[config.mk]
export PLATFORM = sky130hd
export DESIGN_NAME = csev_queue
export DESIGN_NICKNAME = d
export VERILOG_FILES = /design/src/design/csev_pkg.sv /design/src/design/csev_queue.sv
export SDC_FILE = /design/constraint.sdc
export NUM_CORES = 1
export LEC_CHECK = 0
export ABC_AREA = 1
export CAP_MARGIN = 0
export CORE_ASPECT_RATIO = 0.8
export CORE_UTILIZATION = 60
export DETAILED_ROUTE_END_ITERATION = 8
export DONT_BUFFER_PORTS = 1
export PLACE_DENSITY = 0.79
export SLEW_MARGIN = 20
export SYNTH_ARGS = -nofsm -noshare
export SYNTH_HDL_FRONTEND = slang
export SYNTH_SLANG_ARGS = --single-unit
export TNS_END_PERCENT = 100
[constraint.sdc]
create_clock -name clk -period 6.4 [get_ports clk]
set_input_delay 1.28 -clock clk [delete_from_list [all_inputs] [get_ports clk]]
set_output_delay 1.28 -clock clk [all_outputs]
set_load 0.01 [all_outputs]
[src/design/csev_pkg.sv]
package csev_pkg;

    localparam int POINT_W   = 16;
    localparam int TIME_W    = 24;
    localparam int AXIS_W    = 2;
    localparam int FRAC_W    = 16;
    localparam int CFG_IDX_W = 3;
    localparam int COUNT_W   = 3;

    // Register map of the configuration port.
    localparam logic [CFG_IDX_W-1:0] REG_POINT_COUNT = 3'd0;
    localparam logic [CFG_IDX_W-1:0] REG_POINT_BASE  = 3'd1;

    localparam logic [COUNT_W-1:0] COUNT_RESET = 3'd4;
    localparam logic [COUNT_W-1:0] COUNT_MIN   = 3'd4;

    // 1.0 in unsigned Q8.16.
    localparam logic [TIME_W-1:0] TIME_ONE = 24'h010000;

    // Coefficient and Horner accumulator widths.
    localparam int COEF_W = 20;
    localparam int ACC_W  = 40;

    localparam int QUEUE_DEPTH = 4;
    localparam int QPTR_W      = $clog2(QUEUE_DEPTH);
    localparam int QCNT_W      = $clog2(QUEUE_DEPTH + 1);

    // One classified sample: the four points of its segment, the local
    // fraction, the tension select and the axis tag.
    typedef struct packed {
        logic signed [POINT_W-1:0] p0;
        logic signed [POINT_W-1:0] p1;
        logic signed [POINT_W-1:0] p2;
        logic signed [POINT_W-1:0] p3;
        logic        [FRAC_W-1:0]  u;
        logic                      tense;
        logic        [AXIS_W-1:0]  axis;
    } csev_item_t;

endpackage

[src/design/csev_queue.sv]
module csev_queue (
    input  logic                 clk,
    input  logic                 rst_n,
    input  logic                 push,
    input  csev_pkg::csev_item_t push_item,
    output logic                 full,
    input  logic                 pop,
    output logic                 not_empty,
    output csev_pkg::csev_item_t pop_item
);

    csev_pkg::csev_item_t              mem_reg [csev_pkg::QUEUE_DEPTH];
    logic [csev_pkg::QPTR_W-1:0]       wr_ptr_reg;
    logic [csev_pkg::QPTR_W-1:0]       rd_ptr_reg;
    logic [csev_pkg::QCNT_W-1:0]       count_reg;
    logic [csev_pkg::QCNT_W-1:0]       count_next;

    assign full      = (count_reg == csev_pkg::QCNT_W'(csev_pkg::QUEUE_DEPTH));
    assign not_empty = (count_reg != '0);
    assign pop_item  = mem_reg[rd_ptr_reg];

    always_comb
    begin
        unique case ({push, pop})
            2'b10:   count_next = count_reg + 1'b1;
            2'b01:   count_next = count_reg - 1'b1;
            default: count_next = count_reg;
        endcase
    end

    always_ff @(posedge clk or negedge rst_n)
    begin
        if (!rst_n)
        begin
            wr_ptr_reg <= '0;
            rd_ptr_reg <= '0;
            count_reg  <= '0;
        end
        else
        begin
            if (push)
            begin
                wr_ptr_reg <= wr_ptr_reg + 1'b1;
            end
            if (pop)
            begin
                rd_ptr_reg <= rd_ptr_reg + 1'b1;
            end
            count_reg <= count_next;
        end
    end

    always_ff @(posedge clk)
    begin
        if (push)
        begin
            mem_reg[wr_ptr_reg] <= push_item;
        end
    end

    a_count_bound: assert property (@(posedge clk) disable iff (!rst_n)
        count_reg <= csev_pkg::QCNT_W'(csev_pkg::QUEUE_DEPTH))
        else $error("queue fill count above depth");

    a_no_underflow: assert property (@(posedge clk) disable iff (!rst_n)
        pop |-> (count_reg != '0))
        else $error("queue popped while empty");

endmodule

# After elaboration in Yosys (flattened, before gate mapping)

Memories as Yosys holds them, arrays and structs flattened.
Cells that the tools add are included.

Bitwise logic cells: 0
Magnitude comparators: 0
Mux-type cells: 3
Add/sub/neg operators: 4
Reductions and logical operators: 2
Multipliers: 0
Equality and inequality tests: 3
Div/mod/pow operators: 0
Shifts and indexed selects: 0

Operator list:

| kind                                                                   | number |
|---|---|
| 3-bit one-hot mux with 2 select lines                                  | 1 |
| 2-bit by 1-bit adder with 2-bit output (second input constant)         | 2 |
| 3-bit by 1-bit adder with 3-bit output (second input constant)         | 1 |
| 3-bit equality test (second input constant)                            | 1 |
| 3-bit nonzero test                                                     | 1 |
| 3-bit by 1-bit subtractor with 3-bit output (second input constant)    | 1 |
| 2-bit by 1-bit equality test with 1-bit output (second input constant) | 1 |
| 2-bit equality test (second input constant)                            | 1 |
| 1-bit 2-to-1 mux                                                       | 2 |
| 2-bit nonzero test                                                     | 1 |

Flip-flop bits (word level): 7
RAM bits: 332
Logic and storage cells: 16
Bits in read-only memories: 0
Input port bits: 87
Output and inout port bits: 85
Latch bits: 0
Memories: 1

Memories:

| memory  | depth | bits a word | read ports | clocked after Yosys merged registers in | wr ports | line             | source |
|---|---|---|---|---|---|---|---|
| mem_reg | 4     | 83          | 1          | 0                                       | 1        | csev_queue.sv:12 | `csev_pkg::csev_item_t mem_reg [csev_pkg::QUEUE_DEPTH];` |

# Depth between registers and ports, before layout

Gate-level depths: netlist of the first run.

Depth in word-level cells: 2
Depth in mapped cells: 10
Mapped depth without buffers: 9

# Least setup slack after synthesis of the first run

Ideal clock, no wire load.

Path type: input -> register
From: input push
To: memory mem_reg[0][0] (netlist name), enable pin
Data required time: 5.963 ns
Path slack: 2.753 ns
Setup time: 0.437 ns
Arrival time: 3.210 ns
Path buffers: 1
Stages on the path: 3
Path through: clkbuf_1 nand2_1 inv_1

Longest elaborated chain between the ends: 2

Ends and longest elaborated chain:

| what                                   | line             | source |
|---|---|---|
| from (decl)                            | csev_queue.sv:4  | `input logic push,` |
| 1-bit 2-to-1 mux                       | csev_queue.sv:55 | `if (push)` |
| 1-bit 2-to-1 mux (not written as such) | csev_queue.sv:57 | `mem_reg[wr_ptr_reg] <= push_item;` |
| to (decl)                              | csev_queue.sv:12 |  |

Every way passes these cells.

==> results.json, run 1 <==
{
  "antenna_cells": 0,
  "drive_above_1_share": 0.193,
  "routed_via_density": 5.44,
  "io_pins": 172,
  "drv_cap": 0,
  "drc": 0,
  "hold_buffers": 0,
  "initial_utilization": 0.617,
  "relSlewSlack": 0.260,
  "place_congestion": 0.770,
  "design.core.area_mm2": 0.0236,
  "cts_buffers": 31,
  "peakVddDrop_v": 0.000352,
  "synth-seq-cells": 339,
  "p_int_mw": 4.48,
  "holdWs_ns": 0.423,
  "placed_area_mm2": 0.0143,
  "drt_iter0_markers": 471,
  "largest_register_ffs": 332,
  "grt.total_usage": 0.199,
  "leakage_nw": 5.87,
  "cts_htree_levels": 1,
  "hold_violations": 0,
  "cts-resized-gates": 0,
  "syn_area_mm2": 0.0146,
  "wirelength_mm": 24.9,
  "seq_area_frac_synth": 0.697,
  "setup_viol": 0,
  "first_global_vias": 7080,
  "dp_hpwl_mm": 14.6,
  "antenna_found_initial": 0,
  "cts_tree": "done",
  "crit_required_ns": 5.12,
  "wire_per_inst_um": 18.7,
  "syn_avg_cell_area_um2": 14.3,
  "insertion_delay_ns": 0.55,
  "fin_area_mm2": 0.0153,
  "dieArea_mm2": 0.0249,
  "cts_sinks": 339,
  "setup_slack_ns": 2.27,
  "ys_types": 25,
  "post-place-ws_ns": 2.80,
  "ant_nets": 0,
  "p_switching_mw": 2.51,
  "p_total_mw": 6.99,
  "status": "completed",
  "synthCells": 1017,
  "critPathCaptureType": "output pin",
  "slew_violations": 0,
  "netSwitchingFraction": 0.359,
  "period_needed_ns": 4.13,
  "yosys_warnings": 0,
  "root_buffer": "clkbuf_16",
  "tightest_slew_ns": 1.11,
  "critPathKind": "register to output pin",
  "overflow": 0,
  "fmax_ghz": 0.242,
  "clk_pin_slew_ns": 0.06,
  "firstDrtPassIters": 5,
  "portBuffers": 0,
  "num_rows": 50,
  "grt_pass1_wl_mm": 38.0,
  "min_path_type": "input pin to asynchronous set/reset pin",
  "area_delta_synth_final_pct": 4.83,
  "rsz0062_at_grt": "false",
  "grt_max_degree": 131,
  "via_count": 7251,
  "power_density_mw_per_mm2": 458,
  "die_width_um": 176,
  "crit_fanout": 53,
  "fin_tns_setup_ns": 0,
  "nNetsFinal": 1095,
  "finClkSkew_ns": 0.00795,
  "min_period_over_period": 0.646,
  "cp.arrival_ns": 2.85,
  "crit_path_start_kind": "register",
  "pwr-share-comb": 0.302,
  "die_h_um": 141,
  "post_cts_buffers": 0,
  "p_seq_frac": 0.456,
  "pwr-share-clk": 0.242,
  "clockBufferDepth": 3,
  "syn_nets": 1110
}
## cells in the mapped netlist
master	n	area, µm²
nand2_2	23	144
nand3_1	2	10.0
buf_2	14	70.1
inv_1	179	672
nand2_1	237	890
xor2_2	1	16.3
clkbuf_4	1	7.51
buf_6	15	169
buf_4	1	7.51
nand4_1	1	6.26
edfxtp_1	332	9970
buf_12	22	440
clkbuf_1	2	7.51
fa_1	1	20.0
o211ai_2	116	1450
xor2_1	2	17.5
xnor2_1	1	8.76
dfrtp_1	7	175
o21ai_1	1	5.00
o211ai_1	50	375
o21ai_0	1	5.00
inv_2	1	3.75
ha_1	5	62.6
nor3_1	1	5.00
buf_8	1	15.0
## final cells by class
cell class | instances | area [µm²]
clock inverter | 16 | 126
timing repair buffer | 8 | 85.1
multi-input combinational | 442 | 3020
clock buffer | 37 | 798
inverter | 180 | 688
fill | 1664 | 8330
sequential | 339 | 10200
tap | 312 | 390
## power by group through the flow
| stage | clock network, mW | logic [mW] | registers [mW] |
|---|---|---|---|
| finish | 1.69 | 2.11 | 3.19 |
| global route | 1.80 | 2.33 | 3.23 |
| CTS | 1.72 | 2.15 | 3.19 |
| detailed placement | 0 | 2.15 | 3.24 |
| global placement | 0 | 2.10 | 3.22 |
| floorplan | 0 | 2.23 | 3.07 |
## cell usage in the layout (no fill, tap or decap), types with 5 or more instances in the layout
| master | instances |
|---|---|
| buf_4 | 6 |
| clkbuf_1 | 6 |
| inv_4 | 5 |
| nand2_1 | 237 |
| inv_1 | 175 |
| ha_1 | 5 |
| o211ai_2 | 116 |
| clkinv_2 | 8 |
| dfrtp_1 | 5 |
| clkbuf_16 | 31 |
| o211ai_1 | 50 |
| edfxtp_1 | 332 |
| clkinv_1 | 5 |
| nand2_2 | 23 |
## critical path, stage by stage, from the launching register on
cell and delay, ns:
dfrtp_4 0.74, inv_4 0.65, buf_4 0.53, o211ai_1 0.19
nand2_1 0.15
## cell families (layout without fill, tap and decap cells)
group           count (synthesis)  count (layout)  share of synthesized area
xor+xnor                        4               4                    0.00292
simple gates                  264             264                     0.0725
fa+ha+maj                       6               6                    0.00567
flops                         339             339                      0.697
compound gates                168             168                      0.126
buf+inv                       236             241                     0.0957
## final timing paths
path	startpoint	endpoint	slack, ns	cells after the start
max reg2reg	wr_ptr_reg[0]	mem_reg[0][66]	4.12	5
min	rst_n	count_reg[2]	0.42	0
max	rd_ptr_reg[1]	pop_item[22]	2.27	4
min in group clk	count_reg[2]	count_reg[2]	0.49	2
min reg2reg	count_reg[2]	count_reg[2]	0.49	2
max in group asynchronous	rst_n	rd_ptr_reg[0]	5.89	0
## stage by stage
| stage | instances | util |
|---|---|---|
| 2_1_floorplan | 1017 | - |
| 3_3_place_gp | 1281 | 0.608 |
| 3_5_place_dp | 1281 | 0.608 |
| 4_1_cts | 1334 | 0.647 |
| 5_1_grt | 1334 | 0.647 |
| 6_report | 1334 | 0.647 |
## metal layers
layer | global-route usage | wire (µm) | up-vias
li1 | - | - | 3489
met1 | 0.254 | 10000 | 3506
met2 | 0.339 | 12400 | 214
met3 | 0.0544 | 1970 | 42
met4 | 0.0526 | 504 | 0
met5 | 0 | 0 | -
(Power assumes the default switching activity.)
==> run 2: changes to the inputs <==
- clock period: 6.4 -> 4 ns (I/O delays scaled with it)
==> results.json, run 2 (synthesized netlist as in run 1, its figures left out) <==
{
  "dieArea_mm2": 0.0249,
  "min_period_over_period": 0.779,
  "tightest_slew_ns": 0.811,
  "final_common_cell": "edfxtp_1",
  "cts_tree": "done",
  "rsz0062_at_grt": "false",
  "wire_per_inst_um": 18.5,
  "place_congestion": 0.772,
  "cpMostUsedCell": "nand2_1",
  "hold_buffers": 1,
  "grt.total_usage": 0.200,
  "slowest_stage": "dfrtp_4",
  "cpPeakStageDelay_ns": 0.88,
  "firstDrtPassIters": 5,
  "routed_via_density": 5.38,
  "drive_above_1_share": 0.198,
  "peakVddDrop_v": 0.000447,
  "overflow": 0,
  "cts-resized-gates": 0,
  "via_count": 7242,
  "crit_fanout": 47,
  "critPathKind": "register to output pin",
  "io_pins": 172,
  "design.core.area_mm2": 0.0236,
  "fin_tns_setup_ns": 0,
  "wirelength_mm": 24.9,
  "initial_utilization": 0.617,
  "cp.arrival_ns": 2.31,
  "finClkSkew_ns": 0.00909,
  "cts_sinks": 339,
  "ant_nets": 0,
  "num_rows": 50,
  "die_h_um": 141,
  "drt_iter0_markers": 532,
  "grt_max_degree": 80,
  "clk_pin_slew_ns": 0.07,
  "drc": 0,
  "leakage_nw": 5.96,
  "power_density_mw_per_mm2": 742,
  "post_cts_buffers": 0,
  "root_buffer": "clkbuf_16",
  "hold_violations": 0,
  "antenna_cells": 0,
  "antenna_found_initial": 0,
  "crit_path_start_kind": "register",
  "status": "completed",
  "worst-r2r-cell-count": 5,
  "critPathCaptureType": "output pin",
  "cts_buffers": 31,
  "crit_path_cell_trace": "buf_4, nand2_1, o211ai_1, nand2_1",
  "grt_pass1_wl_mm": 38.4,
  "cts_htree_levels": 1,
  "slew_violations": 0,
  "insertion_delay_ns": 0.55,
  "setup_viol": 0,
  "final_cell_mix": "edfxtp_1, nand2_1, inv_1, o211ai_2, o211ai_1",
  "crit_required_ns": 3.20,
  "fmax_ghz": 0.321,
  "clockBufferDepth": 3,
  "portBuffers": 0,
  "relSlewSlack": 0.460,
  "p_total_mw": 11.5,
  "period_needed_ns": 3.11,
  "min_path_type": "input pin to register",
  "dp_hpwl_mm": 14.9,
  "nNetsFinal": 1102,
  "die_width_um": 176,
  "first_global_vias": 7220,
  "hold_depth": 1,
  "utilization": 0.655,
  "area_delta_synth_final_pct": 6.10,
  "drv_cap": 0,
  "largest_register_ffs": 332
}
-- run 2: changes by cell type in the layout (fill, tap and decap cells not counted) --
cell | previous run | this run
dlygate4sd3_1 | 0 | 1
buf_12 | 2 | 7
clkbuf_1 | 6 | 4
buf_4 | 6 | 7
clkinv_1 | 5 | 9
bufinv_16 | 2 | 4
-- run 2: where the power goes --
part	internal [mW]	switching (mW)
Clock	1.67	1.20
Sequential	4.66	0.285
Combinational	1.06	2.59
-- run 2: final cells by class --
type,count,area (µm²)
clock buffer,35,791
clock inverter,22,201
fill,1626,8140
inverter,180,688
multi-input combinational,442,3020
sequential,339,10200
tap,312,390
timing repair buffer,15,203
-- run 2: worst paths after layout --
kind | from | end | slack [ns]
worst max-delay path | rd_ptr_reg[0] | pop_item[23] | 0.89
worst min-delay path | pop | rd_ptr_reg[0] | 0.33
worst max register to register | wr_ptr_reg[1] | mem_reg[1][56] | 1.96
worst min register to register | count_reg[2] | count_reg[2] | 0.50
max in group asynchronous | rst_n | rd_ptr_reg[1] | 3.12
min in group asynchronous | rst_n | count_reg[0] | 0.59
-- run 2: critical path, delay by kind of cell (launching register included) --
family / cells / cell delay, ns
buffers and inverters: 1 / 0.48
and+or+nand+nor: 2 / 0.26
AOI/OAI and AO/OA: 1 / 0.12
DFF: 1 / 0.88
-- run 2: metrics by stage --
step / hold slack [ns] / setup slack (ns) / instances / area, µm²
after floorplan: 0.442 / 0.833 / 1017 / 14600
after global placement: 0.458 / 1.53 / 1287 / 14400
after detailed placement: 0.483 / 1.46 / 1287 / 14400
after CTS: 0.307 / 0.870 / 1345 / 15400
after global routing: 0.316 / 0.742 / 1345 / 15400
final: 0.333 / 0.886 / 1345 / 15400
-- run 2: layer usage --
| metal | vias to the layer above | wire, µm | GRT usage |
|---|---|---|---|
| met2 | 219 | 12300 | 0.341 |
| met1 | 3468 | 9990 | 0.247 |
| met3 | 42 | 2040 | 0.0630 |
| met4 | 0 | 605 | 0.0577 |
| li1 | 3513 | - | - |
| met5 | - | 0 | 0 |
==> run 3: changes to the inputs <==
- clock period: 4 -> 3.07 ns (I/O delays scaled with it)
==> results.json, run 3 (synthesized netlist as in run 1, its figures left out) <==
{
  "die_width_um": 176,
  "design.core.area_mm2": 0.0236,
  "insertion_delay_ns": 0.49,
  "portBuffers": 0,
  "io_pins": 172,
  "ant_nets": 0,
  "leakage_nw": 6.04,
  "fmax_ghz": 0.369,
  "crit_fanout": 69,
  "antenna_cells": 0,
  "finClkSkew_ns": 0.0121,
  "cts-resized-gates": 0,
  "crit_required_ns": 2.46,
  "hold_buffers": 1,
  "overflow": 0,
  "initial_utilization": 0.617,
  "drc": 0,
  "grt_pass1_wl_mm": 39.2,
  "cpMostUsedCell": "nand2_1",
  "clockBufferDepth": 3,
  "clk_pin_slew_ns": 0.06,
  "place_congestion": 0.710,
  "critPathKind": "register to output pin",
  "drv_cap": 0,
  "hold_violations": 0,
  "relSlewSlack": 0.554,
  "post_cts_buffers": 0,
  "num_rows": 50,
  "antenna_found_initial": 0,
  "final_cell_mix": "edfxtp_1, nand2_1, inv_1, o211ai_2, o211ai_1",
  "final_common_cell": "edfxtp_1",
  "first_global_vias": 7505,
  "cts_sinks": 339,
  "cp.arrival_ns": 2.09,
  "tightest_slew_ns": 0.669,
  "routed_via_density": 5.43,
  "grt.total_usage": 0.203,
  "setup_viol": 0,
  "power_density_mw_per_mm2": 979,
  "rsz0062_at_grt": "false",
  "area_delta_synth_final_pct": 7.35,
  "post-place-ws_ns": 0.888,
  "peakVddDrop_v": 0.000792,
  "dp_hpwl_mm": 14.4,
  "dieArea_mm2": 0.0249,
  "drt_iter0_markers": 492,
  "wirelength_mm": 24.7,
  "cts_htree_levels": 2,
  "wire_per_inst_um": 18.3,
  "crit_path_start_kind": "register",
  "slew_violations": 0,
  "status": "completed",
  "min_period_over_period": 0.882,
  "cts_buffers": 34,
  "nNetsFinal": 1108,
  "drive_above_1_share": 0.203,
  "period_needed_ns": 2.71,
  "cts_tree": "done",
  "firstDrtPassIters": 4,
  "fin_tns_setup_ns": 0,
  "cpLargestDelayFamily": "flip-flops",
  "critPathCaptureType": "output pin",
  "largest_register_ffs": 332,
  "cp.buffers_inverters": 1,
  "slowest_stage": "dfrtp_4",
  "crit_path_cell_trace": "buf_12, nand2_1, o211ai_1, nand2_1",
  "grt_max_degree": 84,
  "die_h_um": 141,
  "min_path_type": "input pin to register",
  "setup_slack_ns": 0.363,
  "via_count": 7323,
  "cpPeakStageDelay_ns": 0.82,
  "root_buffer": "clkbuf_16"
}
run 3: final timing paths:
path                          startpoint              to  slack [ns]  depth (start not counted)
setup / recovery           rd_ptr_reg[0]    pop_item[27]        0.36                          4
hold / removal                       pop   rd_ptr_reg[0]        0.19                          1
setup reg to reg           wr_ptr_reg[0]  mem_reg[0][57]        1.11                          5
hold reg to reg             count_reg[0]    count_reg[0]        0.50                          1
max in group asynchronous          rst_n   rd_ptr_reg[1]        2.30                          1
min in group asynchronous          rst_n    count_reg[2]        0.47                          1
run 3: metal layers:
metal	up-vias	wire length [µm]	track usage
met2	224	11900	0.337
met4	0	622	0.0677
met3	46	2080	0.0675
met5	-	0	0
li1	3525	-	-
met1	3528	10100	0.253
run 3: cell type report:
| class | count | area [µm²] |
|---|---|---|
| repair buffers | 18 | 275 |
| fillers | 1603 | 7960 |
| multi-input cells | 442 | 3020 |
| clock inverters | 16 | 156 |
| clock buffers | 42 | 945 |
| inverters | 180 | 688 |
| well taps | 312 | 390 |
| flip-flops and latches | 339 | 10200 |
run 3: where the power goes:
| part | switching [mW] | leakage (nW) | internal, mW |
|---|---|---|---|
| combinational | 3.40 | 2.37 | 1.46 |
| clock | 1.59 | 0.539 | 2.43 |
| sequential | 0.354 | 3.13 | 6.06 |
| total | 5.34 | 6.04 | 9.96 |
run 3: metrics by stage:
stage / power [mW] / instances / hold WS [ns] / utilization / cell area, µm²
after global routing: 16.1 / 1349 / 0.170 / 0.662 / 15600
final: 15.3 / 1349 / 0.192 / 0.662 / 15600
after global placement: 11.3 / 1290 / 0.319 / 0.615 / 14500
after CTS: 15.5 / 1349 / 0.168 / 0.662 / 15600
after floorplan: 11.0 / 1017 / 0.318 / - / 14600
after detailed placement: 11.4 / 1290 / 0.319 / 0.615 / 14500
run 3: worst reg2reg max path: stages, from the launching register on:
cell and delay, ns:
dfrtp_1 0.42, inv_1 0.10, ha_1 0.14, nand2_1 0.08, inv_4 0.47, buf_4 0.43
