`src/design/csev_pkg.sv`:
```
package csev_pkg;

    localparam int POINT_W   = 16;
    localparam int TIME_W    = 24;
    localparam int AXIS_W    = 2;
    localparam int FRAC_W    = 16;
    localparam int CFG_IDX_W = 3;
    localparam int COUNT_W   = 3;

    // Register map of the configuration port.
    localparam logic [CFG_IDX_W-1:0] REG_POINT_COUNT = 3'd0;
    localparam logic [CFG_IDX_W-1:0] REG_POINT_BASE  = 3'd1;

    localparam logic [COUNT_W-1:0] COUNT_RESET = 3'd4;
    localparam logic [COUNT_W-1:0] COUNT_MIN   = 3'd4;

    // 1.0 in unsigned Q8.16.
    localparam logic [TIME_W-1:0] TIME_ONE = 24'h010000;

    // Coefficient and Horner accumulator widths.
    localparam int COEF_W = 20;
    localparam int ACC_W  = 40;

    localparam int QUEUE_DEPTH = 4;
    localparam int QPTR_W      = $clog2(QUEUE_DEPTH);
    localparam int QCNT_W      = $clog2(QUEUE_DEPTH + 1);

    // One classified sample: the four points of its segment, the local
    // fraction, the tension select and the axis tag.
    typedef struct packed {
        logic signed [POINT_W-1:0] p0;
        logic signed [POINT_W-1:0] p1;
        logic signed [POINT_W-1:0] p2;
        logic signed [POINT_W-1:0] p3;
        logic        [FRAC_W-1:0]  u;
        logic                      tense;
        logic        [AXIS_W-1:0]  axis;
    } csev_item_t;

endpackage

```
`src/design/csev_front.sv`:
```
module csev_front #(
    parameter int MAX_POINTS = 7
) (
    input  logic                               clk,
    input  logic                               rst_n,
    input  logic                               cfg_valid,
    input  logic [csev_pkg::CFG_IDX_W-1:0]     cfg_index,
    input  logic [csev_pkg::POINT_W-1:0]       cfg_data,
    input  logic [csev_pkg::TIME_W-1:0]        time_value,
    input  logic [csev_pkg::AXIS_W-1:0]        axis,
    output csev_pkg::csev_item_t               item
);

    logic [csev_pkg::COUNT_W-1:0]       count_reg;
    logic signed [csev_pkg::POINT_W-1:0] points_reg [MAX_POINTS];

    always_ff @(posedge clk or negedge rst_n)
    begin
        if (!rst_n)
        begin
            count_reg <= csev_pkg::COUNT_RESET;
            for (int j = 0; j < MAX_POINTS; j++)
            begin
                points_reg[j] <= '0;
            end
        end
        else if (cfg_valid)
        begin
            if (cfg_index == csev_pkg::REG_POINT_COUNT)
            begin
                count_reg <= cfg_data[csev_pkg::COUNT_W-1:0];
            end
            // Points beyond the stored range are never read, so their
            // writes are dropped.
            for (int j = 0; j < MAX_POINTS; j++)
            begin
                if (cfg_index == csev_pkg::REG_POINT_BASE + csev_pkg::CFG_IDX_W'(j))
                begin
                    points_reg[j] <= cfg_data;
                end
            end
        end
    end

    logic [csev_pkg::COUNT_W-1:0] n_eff;
    logic [16:0]                  t_clamped;
    logic [19:0]                  scaled;
    logic [2:0]                   k;
    logic [3:0]                   i1;
    logic [3:0]                   i2;
    logic [3:0]                   i3;
    logic [3:0]                   last;

    always_comb
    begin
        priority if (count_reg < csev_pkg::COUNT_MIN)
        begin
            n_eff = csev_pkg::COUNT_MIN;
        end
        else if (count_reg > csev_pkg::COUNT_W'(MAX_POINTS))
        begin
            n_eff = csev_pkg::COUNT_W'(MAX_POINTS);
        end
        else
        begin
            n_eff = count_reg;
        end

        if (time_value > csev_pkg::TIME_ONE)
        begin
            t_clamped = 17'h10000;
        end
        else
        begin
            t_clamped = time_value[16:0];
        end

        // Segment count is n - 3; the integer part picks the segment.
        scaled = 20'(t_clamped) * 20'(n_eff - 3'd3);
        k      = scaled[18:16];

        last = {1'b0, n_eff} - 4'd1;
        i1   = {1'b0, k} + 4'd1;
        i2   = ({1'b0, k} + 4'd2 > last) ? last : {1'b0, k} + 4'd2;
        i3   = ({1'b0, k} + 4'd3 > last) ? last : {1'b0, k} + 4'd3;

        item.p0 = '0;
        item.p1 = '0;
        item.p2 = '0;
        item.p3 = '0;
        for (int j = 0; j < MAX_POINTS; j++)
        begin
            if ({1'b0, k} == 4'(j))
            begin
                item.p0 = points_reg[j];
            end
            if (i1 == 4'(j))
            begin
                item.p1 = points_reg[j];
            end
            if (i2 == 4'(j))
            begin
                item.p2 = points_reg[j];
            end
            if (i3 == 4'(j))
            begin
                item.p3 = points_reg[j];
            end
        end

        item.u     = scaled[15:0];
        // The first segment, and the end case t = 1.0, use zero tangents.
        item.tense = (i1 >= 4'd2) && (i1 + 4'd2 < {1'b0, n_eff});
        item.axis  = axis;
    end

endmodule

```
`config.mk`:
```
export PLATFORM = sky130hd
export DESIGN_NAME = csev_front
export DESIGN_NICKNAME = d
export VERILOG_FILES = /design/src/design/csev_pkg.sv /design/src/design/csev_front.sv
export SDC_FILE = /design/constraint.sdc
export NUM_CORES = 1
export LEC_CHECK = 0
export ABC_AREA = 1
export BUFFER_PORTS_ARGS = -buffer_cell sky130_fd_sc_hd__clkbuf_2
export CELL_PAD_IN_SITES_DETAIL_PLACEMENT = 1
export CELL_PAD_IN_SITES_GLOBAL_PLACEMENT = 2
export CORE_ASPECT_RATIO = 1.25
export CORE_MARGIN = 5
export CORE_UTILIZATION = 35
export CTS_CLUSTER_SIZE = 10
export DETAILED_ROUTE_END_ITERATION = 10
export PLACE_DENSITY_LB_ADDON = 0.2
export SLEW_MARGIN = 40
export SYNTH_ARGS = -nofsm -noshare
export SYNTH_HDL_FRONTEND = slang
export SYNTH_SLANG_ARGS = --single-unit
```
`constraint.sdc`:
```
create_clock -name clk -period 17.51 [get_ports clk]
set_input_delay 3.502 -clock clk [delete_from_list [all_inputs] [get_ports clk]]
set_output_delay 3.502 -clock clk [all_outputs]
set_load 0.03 [all_outputs]
```
### Word level (Yosys, flattened, before mapping)

Index checks and enable logic that the tools add are counted.

* bits of input ports: 48
* bits in registers: 115
* word-level logic and storage cells: 100
* output and inout bits: 83

* multiplexer cells: 33
* equality and inequality tests: 31
* reduce and logical (&&, ||, !) cells: 14
* $add $sub $neg: 6
* multiply operators: 1
* magnitude comparators: 7

Operator list (number)
* 16-bit two-way mux: 28
* 4-bit by 3-bit == test with 1-bit output, second input constant: 9
* 4-bit by 2-bit == test with 1-bit output, second input constant: 6
* 24-bit by 17-bit > comparator with 1-bit output, second input constant: 1
* 3-bit == test, second input constant: 7
* 18-bit by 4-bit multiplier with 19-bit output: 1
* 17-bit two-way mux: 1
* 2-bit AND reduction: 8
* 3-bit by 2-bit == test with 1-bit output, second input constant: 4
* 4-bit by 1-bit == test with 1-bit output, second input constant: 3
* 4-bit logical NOT: 3
* 3-bit by 2-bit adder with 4-bit output, second input constant: 2
* 4-bit > comparator: 2
* 4-bit two-way mux: 2
* 3-bit by 1-bit == test with 1-bit output, second input constant: 2
* 3-bit logical NOT: 2
* 3-bit two-way mux: 2
* 3-bit by 1-bit adder with 4-bit output, second input constant: 1
* 4-bit by 2-bit adder with 4-bit output, second input constant: 1
* 4-bit by 2-bit >= comparator with 1-bit output, second input constant: 1
* 4-bit by 3-bit < comparator with 1-bit output: 1
* 3-bit by 1-bit subtractor with 4-bit output, second input constant: 1
* 3-bit by 2-bit subtractor with 4-bit output, second input constant: 1
* 3-bit > comparator, second input constant: 1
* other kinds (2): 2

### Logic depth before layout (Yosys ltp)

Gate-level depths: netlist of run 1.

* depth in word-level cells: 16
* gate-level depth with buffers: 41
* mapped depth without buffers: 39

### Worst setup path before layout of run 1

OpenSTA, ideal clock, no wires.

* path type: input to output
* start point: in time_value[13] in the netlist's numbering
* end point: out item[2] in the netlist's numbering
* arrival: 10.111 ns
* slack: 3.897 ns
* stages: 29
* cell sequence: or4_1 nor4_1 nand4_1 nand2_1 clkbuf_1 nand3_1 fa_1 fa_1 inv_1 fa_1 ha_1 inv_1 fa_1 o21ai_1 nand2_1 nand2_2 nand2_1 nand2_1 nand2_1 nand2_4 inv_1 ha_1 ha_1 inv_1 ha_1 ha_1 inv_1 nor2_1 nor4_1

RTL lines
* start: declaration: line csev_front.sv:9 `input logic [csev_pkg::TIME_W-1:0] time_value,`
* end: declaration: line csev_front.sv:11 `output csev_pkg::csev_item_t item`

==> metrics, run 1 <==
max reg flops roughly 110; R2R depth 2; Buf/Inv on CP 9; clock network power share 0.142; Core Footprint 31,790 um2; reg2reg start points_reg[46]; endpoints failing hold 0; number of global-route vias before repair 13,336; post-synthesis area per instance 6.388 um2; count of non-filler cells in the finished layout 2,267; pwr dens 195.2 nW/um2; Top delay family on crit path simple AND/OR/NAND/NOR gates; # H-tree levels 4; largest family of logic cells by synthesized area simple AND/OR/NAND/NOR gates; Post-Route Setup TNS 0 ns; DRT iter0 DRCs 911; die area approximately 36,000 um2; area of the multi-input gates 7326 um2; status completed; P_int 0.0009258 W; Seq pwr share 0.159; Util after Layout 0.4019; final worst path period need 15.69 ns; Post-Route WL 53.72 mm; register area share after synthesis 0.2559; crit path kind input port to output port; cts repair resizes 0; Synth Area in Simple Gates 0.4022; Worst slew margin 0.3993; maxcap violations 0; total CTS buffers 17; VDD IR-drop max 0.1555 mV; critical path capture point type output port; hold buffers post-CTS 0; Synth area leaders dfrtp_1 25%, nand2_1 18%, o21ai_0 7.6%; TritonCTS Sinks roughly 120; xor/xnor share of the synthesized area 0.01246; Synth area leader dfrtp_1; Post-DRT Antenna Nets 0; CP max-delay cell nor2_2; antenna violations before repair 0; mux cell area share after synthesis 0; IO buf count between 100 and 150; largest net degree at the start of global routing 98; CP Max Fanout 20; Combinational Power Share 0.699; first-pass GRT wire length between 80 and 90 mm; synth unique cells 40; filler cell count roughly 4,200; clk buf depth 2; via count between 10,000 and 15,000; max frequency 63.73 MHz; Root Driver clkbuf_16; slew of the pin with the lowest slew margin roughly 0.90 ns; switch share 0.6288; worst reg2reg setup slack around 17 ns; final period utilization 0.8961; router iterations before antenna repair 5; critical path arrival roughly 12 ns; # IOs 131; Clock Latency Late Sink 0.43 ns; FF/Latch Area 2879 um2; Final Cell Area approximately 13,000 um2; layout cells sized above 1 0.1283; TritonCTS clock tree yes; Hold Crit Start count_reg[1]; number of cells on the critical path 39; row count 73; via/cell ratio between 5 and 6; Routed WL per cell 23.69 um; startpoint types input port; RR Endpoint points_reg[46]; adder-cell area share of the yosys netlist 0.1152; Critical Path Max Stage Delay approximately 0.7 ns; Fin Hold WS 0.4836 ns; Tot GR Track Use 0.2990; initial core utilization 0.3539; fin nets 1,975; yosys warns 0; endpoints failing setup 0; Die Y ~210 um; NetSw 0.001568 W; crit path from time_value[13]; area growth from synthesis to layout 13.56%; synthesized flop and latch total 115; RSZ-0062 raised after global routing false; Die Span X between 150 and 200 um; total congestion overflow 0; placed cells around 2,200; critical path required time 14.01 ns; Mapped Area 11,250 um2; CTS clock-pin slew for the worst setup and hold paths about 0.06 ns; Synth Area in Compound Gates 0.1090; Hold/Removal Path Class flop to flop; Leak 6.465 nW; cell mode on critical path nand2_1; Yosys top cell area share 0.2536; drt drc 0; CP Capture Point item[19]; fin. max-slew vios 0; routability cong. 0.8677; Detail Placement HPWL 38.27 mm; skew final 0 ns; # diodes 0; Placed Area 12,180 um2; Setup Fix Bufs, Post-CTS 0; Syn Inst Count approximately 1,800
metrics by stage:
step | total power, W | worst slack, ns
2_1_floorplan | 0.001520 | 3.897
3_3_place_gp | 0.002103 | 2.125
3_5_place_dp | 0.002129 | 1.847
4_1_cts | 0.002492 | 1.834
5_1_grt | 0.002632 | 1.338
6_report | 0.002494 | 1.819
power groups by stage:
stage / clock network [W] / registers [W] / logic (W)
after floorplan: 0 / 0.000364 / 0.00116
after global placement: 0 / 0.000398 / 0.00170
after detailed placement: 0 / 0.000398 / 0.00173
after CTS: 0.000359 / 0.000394 / 0.00174
after global routing: 0.000368 / 0.000402 / 0.00186
final: 0.000354 / 0.000396 / 0.00174
cell families (layout without fill, tap and decap cells):
family / Yosys count / in the layout
and+or+nand+nor: 1016 / 1016
xor gates and xnor gates: 16 / 16
other: 2 / 19
adders and majority gates: 85 / 85
buffers and inverters: 286 / 363
DFF: 115 / 115
AOI/OAI and AO/OA: 241 / 241
per-layer routing:
metal,share of wire,track usage,up-vias
li1,-,-,5878
met1,0.36,0.3158,6340
met2,0.52,0.5483,438
met3,0.042,0.03583,173
met4,0.081,0.2036,0
met5,0,0,-
worst register-to-register path: cells and delay by family (launching register included):
family / cells / cell delay, ns
simple gates: 1 / 0.12
compound gates: 1 / 0.08
flops: 1 / 0.51
cell type report:
| type | count | share of cell area |
|---|---|---|
| Inverter | 187 | 0.05504 |
| Tap cell | 412 | 0.04035 |
| Multi-Input combinational cell | 1377 | 0.5735 |
| Clock inverter | 14 | 0.01146 |
| Clock buffer | 18 | 0.03359 |
| Sequential cell | 115 | 0.2254 |
| Timing Repair Buffer | 144 | 0.06072 |
cell usage after synthesis:
| cell type | instances |
|---|---|
| a21oi_1 | 50 |
| a21oi_2 | 1 |
| a221oi_1 | 1 |
| a31oi_1 | 2 |
| and2_1 | 2 |
| buf_1 | 2 |
| buf_2 | 22 |
| buf_4 | 10 |
| buf_6 | 5 |
| clkbuf_1 | 60 |
| conb_1 | 2 |
| dfrtp_1 | 114 |
| dfstp_2 | 1 |
| fa_1 | 31 |
| ha_1 | 54 |
| inv_1 | 182 |
| inv_2 | 5 |
| nand2_1 | 537 |
| nand2_2 | 18 |
| nand2_4 | 6 |
| nand3_1 | 115 |
| nand3_2 | 3 |
| nand3b_1 | 1 |
| nand4_1 | 132 |
| nand4_2 | 1 |
| nor2_1 | 175 |
| nor2_2 | 5 |
| nor2_4 | 7 |
| nor3_1 | 4 |
| nor3_2 | 1 |
| nor3_4 | 1 |
| nor4_1 | 5 |
| o21ai_0 | 170 |
| o21ai_1 | 14 |
| o21ai_2 | 2 |
| o21bai_1 | 1 |
| or2_2 | 2 |
| or4_1 | 1 |
| xnor2_1 | 8 |
| xor2_1 | 8 |
placed cells by master (no fill, tap or decap), types with 2 or more instances in the layout:
cell type / synthesis / layout
nand2_1: 537 / 533
inv_1: 182 / 181
nor2_1: 175 / 172
o21ai_0: 170 / 170
nand4_1: 132 / 132
clkbuf_2: 0 / 125
nand3_1: 115 / 114
dfrtp_1: 114 / 114
ha_1: 54 / 54
a21oi_1: 50 / 50
fa_1: 31 / 31
nand2_2: 18 / 19
conb_1: 2 / 19
buf_4: 10 / 18
clkbuf_16: 0 / 17
o21ai_1: 14 / 14
nor2_4: 7 / 9
xor2_1: 8 / 8
nand2_4: 6 / 8
xnor2_1: 8 / 8
nor2_2: 5 / 6
inv_6: 0 / 6
clkinv_4: 0 / 6
nor4_1: 5 / 5
inv_2: 5 / 5
nand3_2: 3 / 4
nor3_1: 4 / 3
a31oi_1: 2 / 2
o21ai_2: 2 / 2
or2_2: 2 / 2
and2_1: 2 / 2
nor3_4: 1 / 2
worst min-delay path by stage:
| stage | to | cells past startpoint |
|---|---|---|
| floorplan | count_reg[0] | 2 |
| global placement | count_reg[1] | 2 |
| detailed placement | count_reg[1] | 2 |
| CTS | count_reg[1] | 2 |
| global route | count_reg[1] | 2 |
| finish | count_reg[1] | 2 |
Power figures use the tool's default switching activity.
==> inputs of run 2 (changes only) <==
--- a/config.mk
+++ b/config.mk
@@ -6,7 +6,7 @@
 export NUM_CORES = 1
 export LEC_CHECK = 0
 export ABC_AREA = 1
-export BUFFER_PORTS_ARGS = -buffer_cell sky130_fd_sc_hd__clkbuf_2
+export BUFFER_PORTS_ARGS = -buffer_cell sky130_fd_sc_hd__buf_2
 export CELL_PAD_IN_SITES_DETAIL_PLACEMENT = 1
 export CELL_PAD_IN_SITES_GLOBAL_PLACEMENT = 2
 export CORE_ASPECT_RATIO = 1.25
@@ -15,6 +15,7 @@
 export CTS_CLUSTER_SIZE = 10
 export DETAILED_ROUTE_END_ITERATION = 10
 export PLACE_DENSITY_LB_ADDON = 0.2
+export RECOVER_POWER = 50
 export SLEW_MARGIN = 40
 export SYNTH_ARGS = -nofsm -noshare
 export SYNTH_HDL_FRONTEND = slang
==> metrics, run 2 (synthesis results as in run 1) <==
VDD IR-drop max 0.1792 mV (+15%); clk buf depth 2 (unchanged); final period utilization 0.8798 (-0.01627); max reg flops 112 (unchanged); WL met2 27.53 mm (-0.53%); CP max-delay cell clkinv_2; Die Y 210.4 um (unchanged); most frequent cells in the layout 533 x nand2_1, 181 x inv_1, 172 x nor2_1, 170 x o21ai_0, 132 x nand4_1; FF/Latch Area 2879 um2 (unchanged); cts repair resizes 0 (unchanged); layout cells sized above 1 0.1235 (-0.004785); Combinational Power Share 0.695 (-0.004); # H-tree levels 4 (unchanged); via/cell ratio 5.627 (-0.57%); Metal-1 WL 18.97 mm (-2.5%); TritonCTS clock tree yes; Seq pwr share 0.159 (about the same); CP Max Fanout 50 (+150%); Detail Placement HPWL 37.87 mm (-1.0%); Critical Path Max Stage Delay 0.71 ns (about the same); maxcap violations 6 (+6); critical path arrival 11.90 ns (-0.29 ns); area of the multi-input gates 7321 um2 (about the same); Hold/Removal Path Class flop to flop; P_int 0.0009322 W (+0.69%); largest net degree at the start of global routing 98 (unchanged); area growth from synthesis to layout 13.29%; Core Footprint 31,790 um2 (unchanged); crit path from time_value[13]; first-pass GRT wire length 80.02 mm (-1.2%); status finished, violations left; total CTS buffers 17 (unchanged); failing checks capacitance limit, slew limit; RSZ-0062 raised after global routing false; via count 12,750 (-0.62%); drt drc 0 (unchanged); Leak 6.443 nW (-0.33%); highest routed metal layer met4; max frequency 64.91 MHz (+1.8%); Die Span X 170.4 um (unchanged); Post-Route WL 53.40 mm (-0.59%); die area 35,850 um2 (unchanged); endpoints failing hold 0 (unchanged); cell mode on critical path nand2_1; clock network power share 0.146 (+0.004); reg2reg start points_reg[46]; Root Driver clkbuf_16; hold buffers post-CTS 0 (unchanged); antenna violations before repair 0 (unchanged); routability cong. 0.8603 (-0.85%); NetSw 0.001559 W (-0.55%); switch share 0.6259 (-0.002902); Clock Latency Late Sink 0.43 ns (about the same); met3 wire length 2.469 mm (+10%); IO buf count 126 (unchanged); startpoint types input port; Hold Crit Start count_reg[0]; router iterations before antenna repair 5 (unchanged); endpoints failing setup 0 (unchanged); slew of the pin with the lowest slew margin 3.625 ns (+2.725 ns); Post-Route Setup TNS 0 ns (unchanged); Post-DRT Antenna Nets 0 (unchanged); final worst path period need 15.41 ns (-0.2848 ns); # IOs 131 (unchanged); critical path capture point type output port; fin. max-slew vios 250 (+250); Tot GR Track Use 0.2964 (-0.002610); critical path required time 14.01 ns (about the same); row count 73 (unchanged); Pwr Total 0.002492 W (about the same); crit path kind input port to output port; TritonCTS Sinks 115 (unchanged); fin nets 1,974 (-0.051%); CTS clock-pin slew for the worst setup and hold paths 0.06 ns (about the same); total congestion overflow 0 (unchanged); DRT iter0 DRCs 774 (-15%); leading cell type in the layout, fill and taps excluded nand2_1; filler cell count 4,252 (+0.31%); pwr dens 195.5 nW/um2 (+0.15%); skew final 0 ns (unchanged); Setup Fix Bufs, Post-CTS 0 (unchanged); initial core utilization 0.3539 (unchanged); # diodes 0 (unchanged); Routed WL per cell 23.56 um (-0.55%); Worst slew margin -1.417 (-1.816); number of global-route vias before repair 12,860 (-3.6%)
run 2: worst paths after layout:
kind	to	slack, ns	cells past startpoint
hold reg to reg	count_reg[0]	0.49	2
min in group asynchronous	points_reg[24]	4.29	1
setup reg to reg	points_reg[46]	16.56	2
setup / recovery	item[19]	2.10	36
hold / removal	count_reg[0]	0.49	2
max in group asynchronous	points_reg[35]	8.71	2
run 2: layer usage:
layer | up-vias | GRT usage
li1 | 5876 | -
met1 | 6223 | 0.3193
met2 | 460 | 0.5341
met3 | 191 | 0.03470
met4 | 0 | 0.2072
met5 | - | 0
run 2: metrics by stage:
step	area [um2]	cells	hold slack [ns]	worst slack (ns)	util
6_report	12740	2266	0.4910	2.104	0.4010
5_1_grt	12740	2266	0.5208	1.531	0.4010
4_1_cts	12770	2266	0.5015	1.853	0.4017
3_5_place_dp	12180	2234	0.4861	1.882	0.3832
3_3_place_gp	12140	2233	0.4678	2.182	0.3818
2_1_floorplan	11310	1778	0.4529	3.897	-
run 2: final cells by class:
type | count | share of cell area
Clock buffer | 17 | 0.03338
Clock inverter | 15 | 0.01257
Inverter | 187 | 0.05517
Multi-Input combinational cell | 1377 | 0.5744
Sequential cell | 115 | 0.2259
Tap cell | 412 | 0.04045
Timing Repair Buffer | 143 | 0.05812
run 2: power by group through the flow:
stage	Sequential, W	Combinational, W	Clock (W)
final	0.000397	0.00173	0.000364
after global routing	0.000401	0.00186	0.000377
after CTS	0.000394	0.00173	0.000367
after detailed placement	0.000399	0.00173	0
after global placement	0.000398	0.00170	0
after floorplan	0.000364	0.00116	0
run 2: worst max-delay path: cells and delay by family:
family	cells	cell delay, ns
simple gates	17	3.38
fa+ha+maj	7	2.80
compound gates	3	0.44
buf+inv	9	1.73
==> inputs of run 3 (changes only) <==
--- a/config.mk
+++ b/config.mk
@@ -10,7 +10,6 @@
 export CELL_PAD_IN_SITES_DETAIL_PLACEMENT = 1
 export CELL_PAD_IN_SITES_GLOBAL_PLACEMENT = 2
 export CORE_ASPECT_RATIO = 1.25
-export CORE_MARGIN = 5
 export CORE_UTILIZATION = 35
 export CTS_CLUSTER_SIZE = 10
 export DETAILED_ROUTE_END_ITERATION = 10
==> constraint.sdc (replaced) <==
create_clock -name clk -period 18.1 [get_ports clk]
set_input_delay 3.62 -clock clk [delete_from_list [all_inputs] [get_ports clk]]
set_output_delay 3.62 -clock clk [all_outputs]
set_load 0.03 [all_outputs]
==> metrics, run 3 (synthesis results as in run 1) <==
worst reg2reg setup slack 17.19 ns (+0.63 ns); routability cong. 0.9002 (+4.6%); hold buffers post-CTS 0 (unchanged); die area 32,870 um2 (-8.3%); Clock Latency Late Sink 0.44 ns (about the same); final worst path period need 15.76 ns; cell mode on critical path nand2_1; TritonCTS clock tree yes; total CTS buffers 17 (unchanged); crit path kind input port to output port; Worst slew margin -1.917 (-0.4999); router iterations before antenna repair 6 (+1); drt drc 0 (unchanged); layout cells sized above 1 0.1240 (+0.0004725); hold depth 2 (unchanged); leading cell type in the layout, fill and taps excluded nand2_1; filler cell count 4,245 (-0.16%); Hold/Removal Path Class flop to flop; Post-Route WL 53.00 mm (-0.74%); fin. max-slew vios 250 (unchanged); VDD IR-drop max 0.1341 mV (-25%); via/cell ratio 5.634 (+0.13%); max reg flops 112 (unchanged); slew of the pin with the lowest slew margin 4.375 ns (+0.7498 ns); # H-tree levels 4 (unchanged); IO buf count 126 (unchanged); Critical Path Max Stage Delay 0.70 ns (about the same); Hold Crit Start count_reg[1]; Place WS 2.568 ns (+0.6864 ns); Tot GR Track Use 0.3338 (+0.03742); Setup Fix Bufs, Post-CTS 0 (unchanged); RR Endpoint points_reg[46]; area growth from synthesis to layout 13.25% (about the same); Post-DRT Antenna Nets 0 (unchanged); Root Driver clkbuf_16; fin nets 1,975 (+0.051%); number of global-route vias before repair 13,434 (+4.5%); largest net degree at the start of global routing 98 (unchanged); endpoints failing setup 0 (unchanged); # diodes 0 (unchanged); startpoint types input port; FF/Latch Area 2879 um2 (unchanged); initial core utilization 0.3549 (+0.001020); endpoints failing hold 0 (unchanged); final period utilization 0.8709; total congestion overflow 0 (unchanged); skew final 0 ns (unchanged); Die Y 202.4 um (-3.8%); Post-Route Setup TNS 0 ns (unchanged); clk buf depth 2 (unchanged); area of the multi-input gates 7311 um2 (-0.14%); most frequent cells in the layout 535 x nand2_1, 181 x inv_1, 172 x nor2_1, 170 x o21ai_0, 132 x nand4_1; RSZ-0062 raised after global routing false; # IOs 131 (unchanged); status finished, violations left; Leak 6.438 nW (about the same); reg2reg start points_reg[46]; Core Footprint 31,690 um2 (-0.29%); Final WS setup 2.337 ns (+0.2329 ns); max frequency roughly 63 MHz; critical path arrival 12.14 ns (+0.24 ns); via count 12,772 (+0.17%); CP max-delay cell clkinv_2; critical path capture point type output port; first-pass GRT wire length 80.71 mm (+0.86%); Detail Placement HPWL 38.15 mm (+0.72%); pwr dens 187.9 nW/um2 (-3.9%); CP Max Fanout 50 (unchanged); critical path required time 14.48 ns (+0.47 ns); TritonCTS Sinks 115 (unchanged); CTS clock-pin slew for the worst setup and hold paths 0.06 ns (about the same); R2R depth 2 (unchanged); antenna violations before repair 0 (unchanged); Routed WL per cell 23.38 um (-0.79%); row count 73 (unchanged); Die Span X 162.4 um (-4.7%); maxcap violations 6 (unchanged); Fin Hold WS 0.4828 ns (-0.008194 ns); DRT iter0 DRCs 685 (-11%); Worst Hold Path EP count_reg[1]; failing checks capacitance limit, slew limit; cts repair resizes 0 (unchanged)
-- run 3: cell count changes in the layout (fill, tap and decap cells not counted), moves of 2 or more --
cell	before	now
buf_4	10	12
inv_8	4	1
nand2_1	533	535
nand2_4	8	6
-- run 3: worst max path at each step --
| stage | start | endpoint | slack (ns) | depth (start not counted) |
|---|---|---|---|---|
| floorplan | time_value[13] | item[2] | 4.25 | 29 |
| global placement | time_value[13] | item[19] | 2.73 | 35 |
| detailed placement | time_value[13] | item[19] | 2.57 | 38 |
| CTS | time_value[13] | item[19] | 2.53 | 38 |
| global route | time_value[13] | item[19] | 1.60 | 37 |
| finish | time_value[13] | item[33] | 2.34 | 37 |
-- run 3: cell type report --
class                   count  area share
clock buffers              18     0.03447
clock inverters            14     0.01100
inverters                 187     0.05520
multi-input cells        1377      0.5739
flip-flops and latches    115      0.2260
well taps                 412     0.04046
repair buffers            144     0.05903
-- run 3: per-stage QoR --
step / cells / total power (W) / cell area (um2) / utilization
after CTS: 2267 / 0.002385 / 12770 / 0.4029
after floorplan: 1778 / 0.001471 / 11310 / -
final: 2267 / 0.002394 / 12740 / 0.4020
after global placement: 2234 / 0.002013 / 12140 / 0.3831
after detailed placement: 2235 / 0.002036 / 12190 / 0.3846
after global routing: 2267 / 0.002536 / 12740 / 0.4020
-- run 3: metal layers --
| metal | global-route usage | share of wire | vias to the layer above |
|---|---|---|---|
| met4 | 0.2759 | 0.091 | 0 |
| met2 | 0.6274 | 0.53 | 424 |
| met5 | 0 | 0 | - |
| met1 | 0.3215 | 0.34 | 6279 |
| li1 | - | - | 5880 |
| met3 | 0.03920 | 0.036 | 189 |
-- run 3: report_power, final --
part           switching [W]  total [W]  internal (W)  leakage [nW]
clock network       0.000147   0.000344      0.000196         0.281
logic                0.00126    0.00166      0.000402          4.74
registers          0.0000832   0.000389      0.000306          1.42
total                0.00149    0.00239      0.000905          6.44
-- run 3: critical path: cells and delay by family --
| kind | cells | cell delay, ns |
|---|---|---|
| AND/OR/NAND/NOR | 17 | 3.07 |
| adder cells (fa/ha/maj) | 7 | 2.77 |
| buffers and inverters | 10 | 2.14 |
| AO/OA/AOI/OAI | 3 | 0.49 |
